`src/hdl/rple_pkg.sv`:
```
// Package for the rainbow pattern LED bit encoder: mode and register codes,
// reset values, color wheel constants and the pixel descriptor type.
// Depends on nothing; the top level and rple_wheel use it by scoped names.
package rple_pkg;

	localparam int CODE_W  = 8;
	localparam int COLOR_W = 24;
	localparam int INDEX_W = 6;
	localparam int FRAME_W = 11;
	localparam int HUE_W   = 8;
	localparam int BITS_PER_PIXEL = 24;
	localparam int BIT_CNT_W = 5;

	// Pattern modes; the unused code behaves as solid color.
	localparam logic [1:0] MODE_SOLID   = 2'd0;
	localparam logic [1:0] MODE_RAINBOW = 2'd1;
	localparam logic [1:0] MODE_CYCLE   = 2'd2;

	// Configuration register indexes.
	localparam logic [1:0] REG_MODE      = 2'd0;
	localparam logic [1:0] REG_SOLID     = 2'd1;
	localparam logic [1:0] REG_ONE_CODE  = 2'd2;
	localparam logic [1:0] REG_ZERO_CODE = 2'd3;

	localparam logic [1:0]         RST_MODE      = MODE_RAINBOW;
	localparam logic [COLOR_W-1:0] RST_SOLID     = 24'd0;
	localparam logic [CODE_W-1:0]  RST_ONE_CODE  = 8'd248;
	localparam logic [CODE_W-1:0]  RST_ZERO_CODE = 8'd192;

	// Last frame counter values of the two animated patterns.
	localparam logic [FRAME_W-1:0] RAINBOW_LAST_FRAME = 11'd255;
	localparam logic [FRAME_W-1:0] CYCLE_LAST_FRAME   = 11'd1279;

	// Color wheel segment bounds.
	localparam logic [HUE_W-1:0] WHEEL_MAX  = 8'd255;
	localparam logic [HUE_W-1:0] WHEEL_SEG1 = 8'd85;
	localparam logic [HUE_W-1:0] WHEEL_SEG2 = 8'd170;

	localparam logic [BIT_CNT_W-1:0] LAST_BIT = 5'd23;

	// One pixel waiting to be serialized.
	typedef struct packed {
		logic [HUE_W-1:0]   wheel_pos;
		logic               solid;
		logic [INDEX_W-1:0] pixel_index;
		logic               last_pixel;
		logic               last_frame;
	} pixel_item_t;

endpackage

```
`src/hdl/rple_req_if.sv`:
```
// Request channel of the rainbow pattern LED bit encoder: one word per pixel.
// Depends on nothing.
interface rple_req_if;
	logic valid;
	logic ready;
	logic restart;

	modport source(output valid, output restart, input ready);
	modport sink(input valid, input restart, output ready);
endinterface

```
`src/hdl/rple_code_if.sv`:
```
// Code byte channel of the rainbow pattern LED bit encoder: one word per color bit.
// Depends on nothing.
interface rple_code_if;
	logic       valid;
	logic       ready;
	logic [7:0] code_byte;
	logic [5:0] pixel_index;
	logic       pixel_done;
	logic       frame_done;
	logic       pattern_done;

	modport source(output valid, output code_byte, output pixel_index,
		output pixel_done, output frame_done, output pattern_done, input ready);
	modport sink(input valid, input code_byte, input pixel_index,
		input pixel_done, input frame_done, input pattern_done, output ready);
endinterface

```
`src/hdl/rainbow_pattern_led_bit_encoder.sv`:
```
// Rainbow pattern LED bit encoder, top level.
// Depends on rple_pkg, rple_req_if, rple_code_if and rple_wheel.
//
// Usage: every word on the req channel asks for the next pixel of the pattern
// that pattern_mode selects (solid color, rainbow, or evenly spread rainbow
// cycle). If restart is set, the pixel and frame counters are cleared before
// that pixel is produced. Each pixel's 24-bit GRB color leaves on the code
// channel MSB first as 24 words, one SPI code byte per color bit, marked with
// pixel_done, frame_done and pattern_done on the pixel's last word.
// The first code byte of a pixel comes from the serializer register, which is
// loaded from the one-pixel buffer that holds the accepted request. The code
// channel moves one byte per cycle while the receiver accepts; one request is
// buffered while the previous pixel is still being shifted out, so the output
// runs without gaps as long as requests keep up.
// When the receiver stalls, the current byte holds and the buffered request
// waits; req.ready drops once the buffer is full.
// Reset clears both counters, empties the buffer and the serializer, and loads
// the registers with their defaults (rainbow, black, 248 and 192).
// Configuration writes are meant for an idle block; the mode takes effect with the
// next request, the solid color on the next serializer load, the code bytes at once.
module rainbow_pattern_led_bit_encoder #(
	parameter int PIXELS = 64
) (
	input  logic        clk,
	input  logic        arst_n,
	input  logic        cfg_wen,
	input  logic [1:0]  cfg_idx,
	input  logic [23:0] cfg_data,
	rple_req_if.sink    req,
	rple_code_if.source code
);

	// Pixel counter width; it must hold PIXELS-1.
	localparam int PW = (PIXELS > 1) ? $clog2(PIXELS) : 1;
	// Per-pixel step of pixel*256/PIXELS, kept as quotient and remainder.
	localparam int QSTEP = 256 / PIXELS;
	localparam int RSTEP = 256 % PIXELS;

	// Configuration registers.
	logic [1:0]                     mode_q;
	logic [rple_pkg::COLOR_W-1:0]   solid_q;
	logic [rple_pkg::CODE_W-1:0]    one_code_q;
	logic [rple_pkg::CODE_W-1:0]    zero_code_q;

	// Pattern position: pixel, frame and the running pixel*256/PIXELS.
	logic [PW-1:0]                  pix_q;
	logic [rple_pkg::FRAME_W-1:0]   frame_q;
	logic [rple_pkg::HUE_W-1:0]     hue_q;
	logic [PW-1:0]                  hue_rem_q;

	// Buffered pixel, then the serializer.
	logic                           item_valid_s1;
	rple_pkg::pixel_item_t          item_s1;
	logic                           ser_valid_q;
	logic [rple_pkg::BIT_CNT_W-1:0] bit_cnt_q;
	logic [rple_pkg::COLOR_W-1:0]   color_q;
	logic [rple_pkg::INDEX_W-1:0]   ser_index_q;
	logic                           ser_last_pixel_q;
	logic                           ser_last_frame_q;

	logic                           in_fire;
	logic                           out_fire;
	logic                           ser_last;
	logic                           ser_load;

	logic [PW-1:0]                  pix_cur;
	logic [rple_pkg::FRAME_W-1:0]   frame_cur;
	logic [rple_pkg::HUE_W-1:0]     hue_cur;
	logic [PW-1:0]                  hue_rem_cur;
	logic [PW:0]                    hue_rem_sum;
	logic                           hue_carry;
	logic [PW-1:0]                  hue_rem_next;
	logic [rple_pkg::HUE_W-1:0]     hue_next;
	rple_pkg::pixel_item_t          item_next;
	logic [rple_pkg::COLOR_W-1:0]   wheel_color;
	logic [rple_pkg::COLOR_W-1:0]   load_color;

	assign out_fire = ser_valid_q & code.ready;
	assign ser_last = (bit_cnt_q == rple_pkg::LAST_BIT);
	assign ser_load = item_valid_s1 & (~ser_valid_q | (out_fire & ser_last));
	assign req.ready = ~item_valid_s1 | ser_load;
	assign in_fire = req.valid & req.ready;

	// Position of the requested pixel and the marks it carries.
	always_comb begin
		pix_cur     = req.restart ? '0 : pix_q;
		frame_cur   = req.restart ? '0 : frame_q;
		hue_cur     = req.restart ? '0 : hue_q;
		hue_rem_cur = req.restart ? '0 : hue_rem_q;

		item_next.pixel_index = rple_pkg::INDEX_W'(pix_cur);
		item_next.last_pixel  = (pix_cur == PW'(PIXELS - 1));
		case (mode_q)
			rple_pkg::MODE_RAINBOW: begin
				item_next.solid      = 1'b0;
				item_next.wheel_pos  = rple_pkg::HUE_W'(pix_cur) + frame_cur[7:0];
				item_next.last_frame = (frame_cur >= rple_pkg::RAINBOW_LAST_FRAME);
			end
			rple_pkg::MODE_CYCLE: begin
				item_next.solid      = 1'b0;
				item_next.wheel_pos  = hue_cur + frame_cur[7:0];
				item_next.last_frame = (frame_cur >= rple_pkg::CYCLE_LAST_FRAME);
			end
			default: begin
				// Solid color is a one-frame pattern; the unused code joins it.
				item_next.solid      = 1'b1;
				item_next.wheel_pos  = '0;
				item_next.last_frame = 1'b1;
			end
		endcase

		// Advance pixel*256/PIXELS by one pixel with a single compare and subtract.
		hue_rem_sum = {1'b0, hue_rem_cur} + (PW + 1)'(RSTEP);
		hue_carry   = (hue_rem_sum >= (PW + 1)'(PIXELS));
		hue_rem_next = hue_carry ? PW'(hue_rem_sum - (PW + 1)'(PIXELS)) : PW'(hue_rem_sum);
		hue_next    = hue_cur + rple_pkg::HUE_W'(QSTEP) + rple_pkg::HUE_W'(hue_carry);
	end

	always_ff @(posedge clk or negedge arst_n) begin
		if (!arst_n) begin
			mode_q      <= rple_pkg::RST_MODE;
			solid_q     <= rple_pkg::RST_SOLID;
			one_code_q  <= rple_pkg::RST_ONE_CODE;
			zero_code_q <= rple_pkg::RST_ZERO_CODE;
		end else if (cfg_wen) begin
			case (cfg_idx)
				rple_pkg::REG_MODE:      mode_q      <= cfg_data[1:0];
				rple_pkg::REG_SOLID:     solid_q     <= cfg_data;
				rple_pkg::REG_ONE_CODE:  one_code_q  <= cfg_data[7:0];
				rple_pkg::REG_ZERO_CODE: zero_code_q <= cfg_data[7:0];
				default: begin
				end
			endcase
		end
	end

	// Counters move on every accepted request.
	always_ff @(posedge clk or negedge arst_n) begin
		if (!arst_n) begin
			pix_q     <= '0;
			frame_q   <= '0;
			hue_q     <= '0;
			hue_rem_q <= '0;
		end else if (in_fire) begin
			if (item_next.last_pixel) begin
				pix_q     <= '0;
				hue_q     <= '0;
				hue_rem_q <= '0;
				frame_q   <= item_next.last_frame ? '0 : frame_cur + 1'b1;
			end else begin
				pix_q     <= pix_cur + 1'b1;
				hue_q     <= hue_next;
				hue_rem_q <= hue_rem_next;
				frame_q   <= frame_cur;
			end
		end
	end

	always_ff @(posedge clk or negedge arst_n) begin
		if (!arst_n) begin
			item_valid_s1 <= 1'b0;
		end else if (in_fire) begin
			item_valid_s1 <= 1'b1;
		end else if (ser_load) begin
			item_valid_s1 <= 1'b0;
		end
	end

	always_ff @(posedge clk) begin
		if (in_fire) begin
			item_s1 <= item_next;
		end
	end

	rple_wheel u_wheel (
		.wheel_pos (item_s1.wheel_pos),
		.color     (wheel_color)
	);

	assign load_color = item_s1.solid ? solid_q : wheel_color;

	always_ff @(posedge clk or negedge arst_n) begin
		if (!arst_n) begin
			ser_valid_q <= 1'b0;
			bit_cnt_q   <= '0;
		end else if (ser_load) begin
			ser_valid_q <= 1'b1;
			bit_cnt_q   <= '0;
		end else if (out_fire) begin
			ser_valid_q <= ~ser_last;
			bit_cnt_q   <= bit_cnt_q + 1'b1;
		end
	end

	always_ff @(posedge clk) begin
		if (ser_load) begin
			color_q          <= load_color;
			ser_index_q      <= item_s1.pixel_index;
			ser_last_pixel_q <= item_s1.last_pixel;
			ser_last_frame_q <= item_s1.last_frame;
		end else if (out_fire) begin
			color_q <= {color_q[rple_pkg::COLOR_W-2:0], 1'b0};
		end
	end

	assign code.valid        = ser_valid_q;
	assign code.code_byte    = color_q[rple_pkg::COLOR_W-1] ? one_code_q : zero_code_q;
	assign code.pixel_index  = ser_index_q;
	assign code.pixel_done   = ser_last;
	assign code.frame_done   = ser_last & ser_last_pixel_q;
	assign code.pattern_done = ser_last & ser_last_pixel_q & ser_last_frame_q;

endmodule

```
`src/hdl/rple_wheel.sv`:
```
// Color wheel: maps an 8-bit wheel position to a 24-bit GRB color.
// Depends on rple_pkg.
module rple_wheel (
	input  logic [rple_pkg::HUE_W-1:0]   wheel_pos,
	output logic [rple_pkg::COLOR_W-1:0] color
);

	logic [rple_pkg::HUE_W-1:0] q;
	logic [rple_pkg::HUE_W-1:0] q_seg;
	logic [rple_pkg::HUE_W-1:0] q3;
	logic [rple_pkg::HUE_W-1:0] red;
	logic [rple_pkg::HUE_W-1:0] green;
	logic [rple_pkg::HUE_W-1:0] blue;

	always_comb begin
		q = rple_pkg::WHEEL_MAX - wheel_pos;
		if (q < rple_pkg::WHEEL_SEG1) begin
			q_seg = q;
		end else if (q < rple_pkg::WHEEL_SEG2) begin
			q_seg = q - rple_pkg::WHEEL_SEG1;
		end else begin
			q_seg = q - rple_pkg::WHEEL_SEG2;
		end
		// The segment offset is at most 85, so three times it fits in a byte.
		q3 = {q_seg[6:0], 1'b0} + q_seg;
		if (q < rple_pkg::WHEEL_SEG1) begin
			red   = rple_pkg::WHEEL_MAX - q3;
			green = '0;
			blue  = q3;
		end else if (q < rple_pkg::WHEEL_SEG2) begin
			red   = '0;
			green = q3;
			blue  = rple_pkg::WHEEL_MAX - q3;
		end else begin
			red   = q3;
			green = rple_pkg::WHEEL_MAX - q3;
			blue  = '0;
		end
		color = {green, red, blue};
	end

endmodule
```
`src/flat_wrapper.sv`:
```
// flat-port wrapper written by rule: the top's interface ports become plain ports
module rainbow_pattern_led_bit_encoder_flat 
#(
	parameter int PIXELS = 64
)
  (clk, arst_n, cfg_wen, cfg_idx, cfg_data, req_valid, req_restart, req_ready, code_valid, code_code_byte, code_pixel_index, code_pixel_done, code_frame_done, code_pattern_done, code_ready);
  rple_req_if req_i ();
  rple_code_if code_i ();
  input  logic clk;
  input  logic arst_n;
  input  logic cfg_wen;
  input  logic [1:0] cfg_idx;
  input  logic [23:0] cfg_data;
  input wire logic [$bits(req_i.valid)-1:0] req_valid;
  input wire logic [$bits(req_i.restart)-1:0] req_restart;
  output wire logic [$bits(req_i.ready)-1:0] req_ready;
  output wire logic [$bits(code_i.valid)-1:0] code_valid;
  output wire logic [$bits(code_i.code_byte)-1:0] code_code_byte;
  output wire logic [$bits(code_i.pixel_index)-1:0] code_pixel_index;
  output wire logic [$bits(code_i.pixel_done)-1:0] code_pixel_done;
  output wire logic [$bits(code_i.frame_done)-1:0] code_frame_done;
  output wire logic [$bits(code_i.pattern_done)-1:0] code_pattern_done;
  input wire logic [$bits(code_i.ready)-1:0] code_ready;
  assign req_i.valid = req_valid;
  assign req_i.restart = req_restart;
  assign req_ready = req_i.ready;
  assign code_valid = code_i.valid;
  assign code_code_byte = code_i.code_byte;
  assign code_pixel_index = code_i.pixel_index;
  assign code_pixel_done = code_i.pixel_done;
  assign code_frame_done = code_i.frame_done;
  assign code_pattern_done = code_i.pattern_done;
  assign code_i.ready = code_ready;
  rainbow_pattern_led_bit_encoder #(.PIXELS(PIXELS)) u_core (.clk(clk), .arst_n(arst_n), .cfg_wen(cfg_wen), .cfg_idx(cfg_idx), .cfg_data(cfg_data), .req(req_i), .code(code_i));
endmodule
```
`config.mk`:
```
export PLATFORM = sky130hd
export DESIGN_NAME = rainbow_pattern_led_bit_encoder_flat
export DESIGN_NICKNAME = d
export VERILOG_FILES = /design/src/hdl/rple_pkg.sv /design/src/hdl/rple_req_if.sv /design/src/hdl/rple_code_if.sv /design/src/hdl/rainbow_pattern_led_bit_encoder.sv /design/src/hdl/rple_wheel.sv /design/src/flat_wrapper.sv
export SDC_FILE = /design/constraint.sdc
export NUM_CORES = 1
export LEC_CHECK = 0
export ABC_AREA = 1
export BUFFER_PORTS_ARGS = -buffer_cell sky130_fd_sc_hd__buf_2
export CAP_MARGIN = 20
export CORE_ASPECT_RATIO = 1.4
export CORE_UTILIZATION = 49
export CTS_BUF_LIST = sky130_fd_sc_hd__clkbuf_8
export CTS_CLUSTER_SIZE = 24
export DETAILED_ROUTE_END_ITERATION = 10
export GPL_ROUTABILITY_DRIVEN = 0
export PLACE_DENSITY = 0.68
export SYNTH_ARGS = -nofsm -noshare
export SYNTH_HDL_FRONTEND = slang
export SYNTH_SLANG_ARGS = --single-unit
```
`constraint.sdc`:
```
create_clock -name clk -period 4.8 [get_ports clk]
set_input_delay 0.24 -clock clk [delete_from_list [all_inputs] [get_ports clk]]
set_output_delay 0.24 -clock clk [all_outputs]
set_load 0.03 [all_outputs]
```
==> impl_metrics.csv, run 1 <==
group,metric,value,unit
placed_design,post-place-ws,801,ps
synthesis,ys_async_sr_fraction,0.602,
power_and_ir_drop,total_power,3.93,mW
timing,hold_violations,0,
clock_network,htree_levels,4,
detailed_routing,vias,5360,
worst_setup_path,cp.arrival,4260,ps
min_path,holdPathStages,2,
timing,skew,8.52,ps
clock_network,cts_made_buffers,17,
synthesis,yosysTopAreaCell,"dfrtp_1",
worst_setup_path,setup.worst_path.start_class,"flip-flop",
worst_setup_path,path_class,"reg -> reg",
timing,tightestPinTransition,976,ps
worst_setup_path,end_kind,"flip-flop",
finish,antenna_cells,0,
floorplanning,initial_core_util,0.500,
clock_network,root_buffer,"clkbuf_8",
power_and_ir_drop,powerDensity,507,mW/mm2
synthesis,synth_fp_nets,826,
detailed_routing,via_per_inst,5.34,
grt,grt_pass1_wl,24200,um
clock_network,cts.clk_slew.worst_paths,80,ps
timing,finalSetupViolations,0,
synthesis,synth-edff-count,49,
timing,drv_slew,0,
detailed_routing,drtPass1Iterations,7,
synthesis,ys_types,46,
synthesis,netlist.area_leader.share,0.238,
grt,antenna_found_initial,0,
synthesis,syn_avg_cell_area,9.14,um2
timing,fmax,245,MHz
worst_setup_path,r2r_slack,720,ps
floorplanning,die-area,0.0146,mm2
worst_setup_path,rr_endpoint,"u_core.color_q[23]",
floorplanning,ioPinCount,51,
finish,layout_common_cells,"nand2_1 (116), inv_1 (83), nor2_1 (72)",
floorplanning,floorplan.rows,51,
worst_setup_path,rr_worst_depth,17,
synthesis,postSynthRegisterBits,123,
worst_setup_path,r2r-start,"u_core.item_s1[10]",
min_path,min_from,"cfg_data[23]",
floorplanning,die_x,102,um
power_and_ir_drop,leakagePower,3.52,nW
synthesis,ys.flop_type,"dfrtp_1",
grt,grt_pass1_vias,5237,
run_status,outcome,"complete, no violations",
timing,tns,0,ps
synthesis,synth-warning-count,0,
clock_network,clock_latency,440,ps
grt,grt_use_total,0.215,
worst_setup_path,required,4980,ps
grt,grt_max_degree,75,
clock_network,cts_buffer_depth,2,
detailed_routing,drc,0,
placed_design,dpl.hpwl,10700,um
finish,nets,873,
clock_network,cts_tree,"done",
synthesis,synthCells,758,
min_path,hold_path_class,"in -> reg",
finish,area_growth,11.8,%
clock_network,ctsResizeCount,0,
finish,layout_commonest_cell,"nand2_1",
placed_design,io_buffers,50,
timing,slew_headroom,0.349,
detailed_routing,wirelength,14800,um
flow_run,maxCapViolCount,0,
power_and_ir_drop,ir_drop,285,uV
synthesis,seq_area_frac_synth,0.481,
min_path,hold_path_end,"u_core.solid_q[23]",
timing,setup_ws,717,ps
finish,drive_above_1_share,0.200,
detailed_routing,drt_iter0_drc,211,
timing,min_period_over_period,0.851,
grt,grt_overflow,0,
synthesis,synth_area_leaders,"dfrtp_1 (24%), edfxtp_1 (21%), nand2_1 (6.3%)",
detailed_routing,wire_per_inst,14.8,um
synthesis,syn_area,0.00693,mm2
timing,fin_crit,4080,ps
clock_network,cts_sinks,123,
timing,rsz0062_at_grt,"no",
floorplanning,core,0.0138,mm2
worst_setup_path,cp_max_fo,19,
detailed_routing,drtAntennaViolNets,0,
floorplanning,die_h,143,um
## stage by stage
step	hold WS [ps]	instances	instance area, um2	utilization
3_3_place_gp	404	969	7280	0.526
3_5_place_dp	406	969	7280	0.526
4_1_cts	3.00	1002	7720	0.557
5_1_grt	13.5	1003	7740	0.559
2_1_floorplan	-55.6	758	6930	-
6_report	29.8	1003	7740	0.559
## worst max-delay path by stage
stage / startpoint / to / slack [ps]
after floorplan: u_core.item_s1[10] / u_core.color_q[23] / 1370
after global placement: u_core.item_s1[10] / u_core.color_q[15] / 1030
after detailed placement: u_core.item_s1[10] / u_core.color_q[23] / 800
after CTS: u_core.item_s1[10] / u_core.color_q[23] / 750
after global routing: u_core.item_s1[10] / u_core.color_q[23] / 300
final: u_core.item_s1[10] / u_core.color_q[23] / 720
## report_power, final
group          internal (mW)  switching, mW  total, mW
sequential              1.36          0.137       1.49
clock                  0.524          0.443      0.967
combinational          0.539          0.928       1.47
total                   2.42           1.51       3.93
## layer usage
metal	share of wire	wire, um	vias to the layer above	track usage
met5	0	0	-	0
met4	0.031	465	0	0.108
met3	0.030	441	34	0.0401
met2	0.52	7770	115	0.379
met1	0.42	6170	2562	0.245
li1	-	-	2649	-
## cell usage after synthesis, drive strengths merged, types with 8 or more instances
library cell	count
o21ai	73
nor2	80
o22ai	17
a21oi	61
dfrtp	66
dfstp	8
xor2	13
nand3	42
nand2	127
nor3	10
edfxtp	49
o211ai	8
inv	95
clkbuf	14
buf	11
mux2	24
ha	34
## area by class of cell
class | count | area (um2)
clock buffers | 17 | 234
clock inverters | 15 | 189
fillers | 1210 | 6100
inverters | 96 | 368
multi-input cells | 514 | 3090
flip-flops and latches | 123 | 3330
well taps | 185 | 231
repair buffers | 53 | 298
## sequential cells by signal (all words and copies together) (netlist names), 6 cells and up
signal,count
u_core.one_code_q,8
u_core.pix_q,6
u_core.hue_q,8
u_core.frame_q,11
u_core.color_q,24
u_core.zero_code_q,8
u_core.item_s1,17
u_core.solid_q,24
u_core.code.pixel_index,6
## worst max-delay path, cell delays in order (launching register included)
cell and delay [ps]:
edfxtp_1 460, ha_1 250, o21ai_2 110, a21oi_4 500, nor2_2 130, inv_1 140, nor2_1 60, nor3_1 290
inv_1 120, fa_1 480, o21ai_0 350, a21o_1 190, a21o_1 140, nand3_1 100, nand2_1 80, ha_1 220
nand3_1 90, a21oi_1 110
## repair_timing
| item | in CTS | in global routing |
|---|---|---|
| hold buffers | 1 | 0 |
| setup buffers | 0 | 0 |
| hold endpoints to repair | 66 | 0 |
## kinds of logic (layout without fill, tap and decap cells)
logic type | count (synthesis) | after routing | share of synthesized area
compound gates | 167 | 167 | 0.139
xor+xnor | 18 | 18 | 0.0228
fa+ha+maj | 36 | 36 | 0.0672
buf+inv | 121 | 181 | 0.0724
flops | 123 | 123 | 0.481
mux | 24 | 24 | 0.0390
simple gates | 269 | 269 | 0.178
No activity file was read; power rests on OpenSTA's default activity.
==> run 2, diff against run 1 <==
--- a/config.mk
+++ b/config.mk
@@ -9,12 +9,12 @@
 export BUFFER_PORTS_ARGS = -buffer_cell sky130_fd_sc_hd__buf_2
 export CAP_MARGIN = 20
 export CORE_ASPECT_RATIO = 1.4
-export CORE_UTILIZATION = 49
+export CORE_UTILIZATION = 56
 export CTS_BUF_LIST = sky130_fd_sc_hd__clkbuf_8
 export CTS_CLUSTER_SIZE = 24
 export DETAILED_ROUTE_END_ITERATION = 10
 export GPL_ROUTABILITY_DRIVEN = 0
-export PLACE_DENSITY = 0.68
+export PLACE_DENSITY = 0.8
 export SYNTH_ARGS = -nofsm -noshare
 export SYNTH_HDL_FRONTEND = slang
 export SYNTH_SLANG_ARGS = --single-unit
==> impl_metrics.csv, run 2 (synthesis gave the netlist of run 1 again) <==
group,metric,value,unit
run_status,outcome,"complete, no violations",
finish,antenna_cells,0,
detailed_routing,wirelength,15400,um
grt,grt_pass1_vias,5519,
floorplanning,core,0.0119,mm2
worst_setup_path,r2r_slack,810,ps
grt,grt_use_total,0.259,
power_and_ir_drop,total_power,4.02,mW
timing,fin_crit,3990,ps
timing,finalSetupViolations,0,
worst_setup_path,cp-startpoint,"u_core.item_s1[10]",
floorplanning,die-area,0.0128,mm2
floorplanning,die_x,96.0,um
worst_setup_path,path_class,"reg -> reg",
clock_network,cts_made_buffers,17,
floorplanning,ioPinCount,51,
grt,grt_pass1_wl,25500,um
detailed_routing,drtPass1Iterations,6,
finish,layout.cells.non_filler,965,
clock_network,cts.clk_slew.worst_paths,80,ps
clock_network,ctsResizeCount,0,
grt,grt_overflow,0,
detailed_routing,via_per_inst,5.65,
finish,area_growth,11.5,%
placed_design,dpl.hpwl,10900,um
flow_run,maxCapViolCount,0,
detailed_routing,drt_iter0_drc,355,
floorplanning,die_h,134,um
clock_network,root_buffer,"clkbuf_8",
grt,grt_max_degree,75,
detailed_routing,drc,0,
clock_network,cts_buffer_depth,2,
timing,skew,13.3,ps
worst_setup_path,cp-endpoint,"u_core.color_q[23]",
placed_design,dp_cells,931,
placed_design,io_buffers,50,
clock_network,cts_sinks,123,
finish,finalInstanceArea,0.00772,mm2
timing,hold_violations,0,
timing,min_period_over_period,0.831,
finish,layout_common_cells,"nand2_1 (116), inv_1 (83), nor2_1 (72)",
worst_setup_path,r2r-start,"u_core.item_s1[10]",
clock_network,clock_latency,450,ps
clock_network,postCtsHoldBufs,1,
placed_design,place_area,0.00724,mm2
finish,drive_above_1_share,0.200,
worst_setup_path,rr_endpoint,"u_core.color_q[23]",
timing,rsz0062_at_grt,"no",
finish,nets,873,
timing,fmax,251,MHz
detailed_routing,drtAntennaViolNets,0,
clock_network,cts_tree,"done",
power_and_ir_drop,leakagePower,3.52,nW
detailed_routing,wire_per_inst,15.9,um
worst_setup_path,cp.arrival,4180,ps
power_and_ir_drop,ir_drop,276,uV
grt,antenna_found_initial,0,
clock_network,htree_levels,4,
worst_setup_path,end_kind,"flip-flop",
timing,tightestPinTransition,978,ps
worst_setup_path,setup.worst_path.start_class,"flip-flop",
floorplanning,initial_core_util,0.580,
detailed_routing,vias,5457,
timing,tns,0,ps
worst_setup_path,rr_worst_depth,17,
power_and_ir_drop,powerDensity,521,mW/mm2
timing,slew_headroom,0.348,
finish,reg_top3,"u_core.color_q (24), u_core.solid_q (24), u_core.item_s1 (17)",
clock_network,post_cts_buffers,0,
worst_setup_path,required,4990,ps
timing,drv_slew,0,
worst_setup_path,cp_max_fo,19,
min_path,hold_path_class,"in -> reg",
finish,layout_commonest_cell,"nand2_1",
floorplanning,floorplan.rows,47,
-- run 2: changes by cell type in the layout (fill, tap and decap cells not counted) --
cell	change
clkinv_2	-1
clkinvlp_4	+1
bufinv_16	+1
inv_6	-1
-- run 2: layout make-up --
class | instances | area, um2
fillers | 956 | 4220
flip-flops and latches | 123 | 3330
multi-input cells | 514 | 3090
inverters | 96 | 368
repair buffers | 53 | 298
clock buffers | 17 | 234
clock inverters | 15 | 213
well taps | 147 | 184
-- run 2: worst min path at each step --
stage | from | slack, ps | to | depth (start not counted)
CTS | cfg_data[8] | 4 | u_core.solid_q[8] | 2
global placement | u_core.item_s1[5] | 400 | u_core.code.pixel_index[3] | 0
finish | cfg_data[19] | 20 | u_core.solid_q[19] | 2
global route | cfg_data[8] | 7 | u_core.solid_q[8] | 2
detailed placement | u_core.item_s1[5] | 400 | u_core.code.pixel_index[3] | 0
floorplan | arst_n | -60 | u_core.bit_cnt_q[0] | 0
-- run 2: per-layer routing --
| metal | share of wire | global-route usage |
|---|---|---|
| met4 | 0.032 | 0.127 |
| met5 | 0 | 0 |
| met2 | 0.54 | 0.455 |
| met3 | 0.041 | 0.0582 |
| met1 | 0.39 | 0.289 |
-- run 2: report_power, final --
| part | switching (mW) | internal [mW] | leakage, nW |
|---|---|---|---|
| Sequential | 0.142 | 1.36 | 1.38 |
| Clock | 0.451 | 0.575 | 0.219 |
| Combinational | 0.952 | 0.542 | 1.93 |
| Total | 1.54 | 2.48 | 3.52 |
-- run 2: metrics by stage --
step	utilization	worst slack [ps]	hold WS [ps]
finish	0.647	813	19.5
global route	0.647	535	6.74
CTS	0.644	856	4.49
detailed placement	0.606	853	405
global placement	0.606	1110	403
floorplan	-	1370	-55.6
-- run 2: worst max-delay path, cell delays in order, from the launching register on --
cell and delay, ps:
edfxtp_1 440, ha_1 230, o21ai_2 100, a21oi_4 490
nor2_2 110, inv_1 140, nor2_1 60, nor3_1 310
inv_1 120, fa_1 480, o21ai_0 320, a21o_1 180
a21o_1 130, nand3_1 110, nand2_1 100, ha_1 220
nand3_1 90, a21oi_1 90
==> run 3, diff against run 2 <==
--- a/config.mk
+++ b/config.mk
@@ -5,7 +5,7 @@
 export SDC_FILE = /design/constraint.sdc
 export NUM_CORES = 1
 export LEC_CHECK = 0
-export ABC_AREA = 1
+export ABC_AREA = 0
 export BUFFER_PORTS_ARGS = -buffer_cell sky130_fd_sc_hd__buf_2
 export CAP_MARGIN = 20
 export CORE_ASPECT_RATIO = 1.4
@@ -14,7 +14,7 @@
 export CTS_CLUSTER_SIZE = 24
 export DETAILED_ROUTE_END_ITERATION = 10
 export GPL_ROUTABILITY_DRIVEN = 0
-export PLACE_DENSITY = 0.8
+export PLACE_DENSITY = 0.83
 export SYNTH_ARGS = -nofsm -noshare
 export SYNTH_HDL_FRONTEND = slang
 export SYNTH_SLANG_ARGS = --single-unit
==> constraint.sdc (replaced) <==
create_clock -name clk -period 3.6 [get_ports clk]
set_input_delay 0.18 -clock clk [delete_from_list [all_inputs] [get_ports clk]]
set_output_delay 0.18 -clock clk [all_outputs]
set_load 0.03 [all_outputs]
==> impl_metrics.csv, run 3 <==
group,metric,value,unit
run_status,outcome,"finished, violations left",
run_status,violations,"negative setup slack",
placed_design,dpl.hpwl,10900,um
power_and_ir_drop,leakagePower,3.71,nW
clock_network,cts_sinks,123,
worst_setup_path,end_kind,"flip-flop",
power_and_ir_drop,powerDensity,457,mW/mm2
worst_setup_path,slowest_stage,"edfxtp_1",
grt,grt_use_total,0.270,
worst_setup_path,path_cells,"ha_4 > o211a_4 > nor3_4 > buf_4 > nand2b_1 > a22oi_1 > o211ai_1 > ha_1 > nor2b_4 > o31a_1 > o21a_1 > a311o_1 > and2_4 > inv_2 > ha_4 > nand2_2 > nor2_2 > a21oi_2 > o21ai_1",
finish,area_growth,21.3,%
synthesis,ys_types,66,
synthesis,synth_fp_nets,724,
timing,fin_crit,3800,ps
synthesis,syn_avg_cell_area,10.5,um2
finish,layout_commonest_cell,"nand2_1",
finish,layout_common_cells,"nand2_1 (70), dfrtp_1 (66), mux2_2 (52), o21ai_0 (52)",
grt,grt_pass1_vias,5608,
synthesis,yosysTopAreaCell,"dfrtp_1",
detailed_routing,via_per_inst,5.94,
finish,fin_util,0.701,
timing,fmax,263,MHz
timing,tightestPinTransition,978,ps
timing,setup_ws,-204,ps
synthesis,synth_area_leaders,"dfrtp_1 (24%), edfxtp_1 (21%), mux2_2 (8.5%)",
placed_design,io_buffers,50,
finish,fill_cells,792,
worst_setup_path,critPathBufInv,2,
flow_run,maxCapViolCount,0,
worst_setup_path,cp_max_fo,3,
worst_setup_path,worst_path_most_repeated_cell,"ha_4",
finish,antenna_cells,0,
floorplanning,floorplan.rows,47,
synthesis,seq_area_frac_synth,0.485,
floorplanning,die-area,0.0127,mm2
detailed_routing,vias,5477,
finish,multiInputGateArea,0.00343,mm2
detailed_routing,drtAntennaViolNets,0,
clock_network,cts.clk_slew.worst_paths,80,ps
worst_setup_path,crit_family,"compound AO/OA/AOI/OAI gates",
clock_network,cts_tree,"done",
finish,nets,830,
worst_setup_path,cpPeakStageDelay,440,ps
clock_network,cts_made_buffers,17,
grt,grt_max_degree,75,
timing,finalSetupViolations,4,
detailed_routing,drt_iter0_drc,432,
timing,skew,11.8,ps
floorplanning,core,0.0119,mm2
synthesis,ys_async_sr_fraction,0.602,
timing,rsz0062_at_grt,"yes",
finish,reg_top3,"u_core.color_q (24), u_core.solid_q (24), u_core.item_s1 (17)",
synthesis,yosysMostFrequentCell,"nand2_1",
grt,grt_pass1_wl,26200,um
timing,min_period_over_period,1.06,
floorplanning,ioPinCount,51,
worst_setup_path,r2r_slack,-200,ps
timing,slew_headroom,0.348,
clock_network,htree_levels,4,
grt,antenna_found_initial,0,
synthesis,syn_area,0.00687,mm2
synthesis,synthCells,656,
floorplanning,die_h,133,um
detailed_routing,wirelength,16600,um
power_and_ir_drop,ir_drop,276,uV
detailed_routing,drc,0,
worst_setup_path,cp.arrival,3990,ps
finish,finalInstanceArea,0.00833,mm2
floorplanning,die_x,95.6,um
finish,drive_above_1_share,0.283,
worst_setup_path,path_class,"reg -> reg",
min_path,hold_path_class,"in -> reg",
synthesis,synth-edff-count,49,
synthesis,postSynthRegisterBits,123,
detailed_routing,wire_per_inst,18.0,um
clock_network,root_buffer,"clkbuf_8",
synthesis,synth_common_cells,"nand2_1 (71), dfrtp_1 (66), o21ai_0 (54)",
synthesis,netlist.area_leader.share,0.241,
finish,seq_area,0.00333,mm2
placed_design,post-place-ws,-206,ps
detailed_routing,drtPass1Iterations,5,
clock_network,clock_latency,440,ps
timing,hold_violations,0,
clock_network,cts_buffer_depth,2,
grt,grt_overflow,0,
synthesis,ys.flop_type,"dfrtp_1",
floorplanning,initial_core_util,0.578,
worst_setup_path,required,3790,ps
worst_setup_path,setup.worst_path.start_class,"flip-flop",
placed_design,place_area,0.00754,mm2
timing,drv_slew,0,
synthesis,synth-warning-count,0,
## run 3: area by class of cell
class / count / share of cell area
multi-input combinational: 467 / 0.412
sequential: 123 / 0.400
timing repair buffer: 117 / 0.100
clock buffer: 19 / 0.0314
tap: 147 / 0.0221
clock inverter: 13 / 0.0180
inverter: 36 / 0.0162
## run 3: stage by stage
stage               hold slack [ps]  instances  setup TNS [ps]  total power [mW]
floorplan                      -116        656            -391              2.24
global placement                382        864           -30.7              2.44
detailed placement              397        864            -479              2.48
CTS                            1.63        916            -271              3.78
global route                   2.12        922           -1940              3.98
finish                         25.3        922            -389              3.81
## run 3: worst paths after layout
path / start / to / cells past startpoint
setup reg to reg: u_core.item_s1[10] / u_core.color_q[23] / 19
hold / removal: cfg_data[7] / u_core.solid_q[7] / 2
min in group asynchronous: arst_n / u_core.bit_cnt_q[2] / 2
hold reg to reg: u_core.item_s1[6] / u_core.code.pixel_index[4] / 0
max in group asynchronous: arst_n / u_core.solid_q[12] / 2
setup / recovery: u_core.item_s1[10] / u_core.color_q[23] / 19
## run 3: where the power goes
| part | internal [mW] | switching, mW | total [mW] |
|---|---|---|---|
| logic | 0.350 | 0.412 | 0.762 |
| registers | 1.65 | 0.111 | 1.76 |
| clock network | 0.717 | 0.566 | 1.28 |
## run 3: logic make-up after synthesis
family                   Yosys count  share of synthesized area
XOR/XNOR                          17                     0.0217
adder cells (fa/ha/maj)           36                     0.0678
buffers and inverters             66                     0.0384
multiplexers                      67                      0.107
flip-flops                       123                      0.485
AND/OR/NAND/NOR                  199                      0.142
AO/OA/AOI/OAI                    148                      0.137
## run 3: routing by layer
| metal | routed length (um) | up-vias | GRT usage | share of wire |
|---|---|---|---|---|
| met1 | 6200 | 2625 | 0.305 | 0.37 |
| li1 | - | 2559 | - | - |
| met3 | 970 | 63 | 0.0655 | 0.059 |
| met2 | 8730 | 230 | 0.465 | 0.53 |
| met4 | 657 | 0 | 0.134 | 0.040 |
| met5 | 0 | - | 0 | 0 |
## run 3: timing repair
action	4_1_cts	5_1_grt
pin swaps	9	6
buffers inserted	1	4
endpoints found under the hold margin	89	4
endpoints found under the setup margin	6	13
hold buffers	20	2
gates resized for setup	8	14
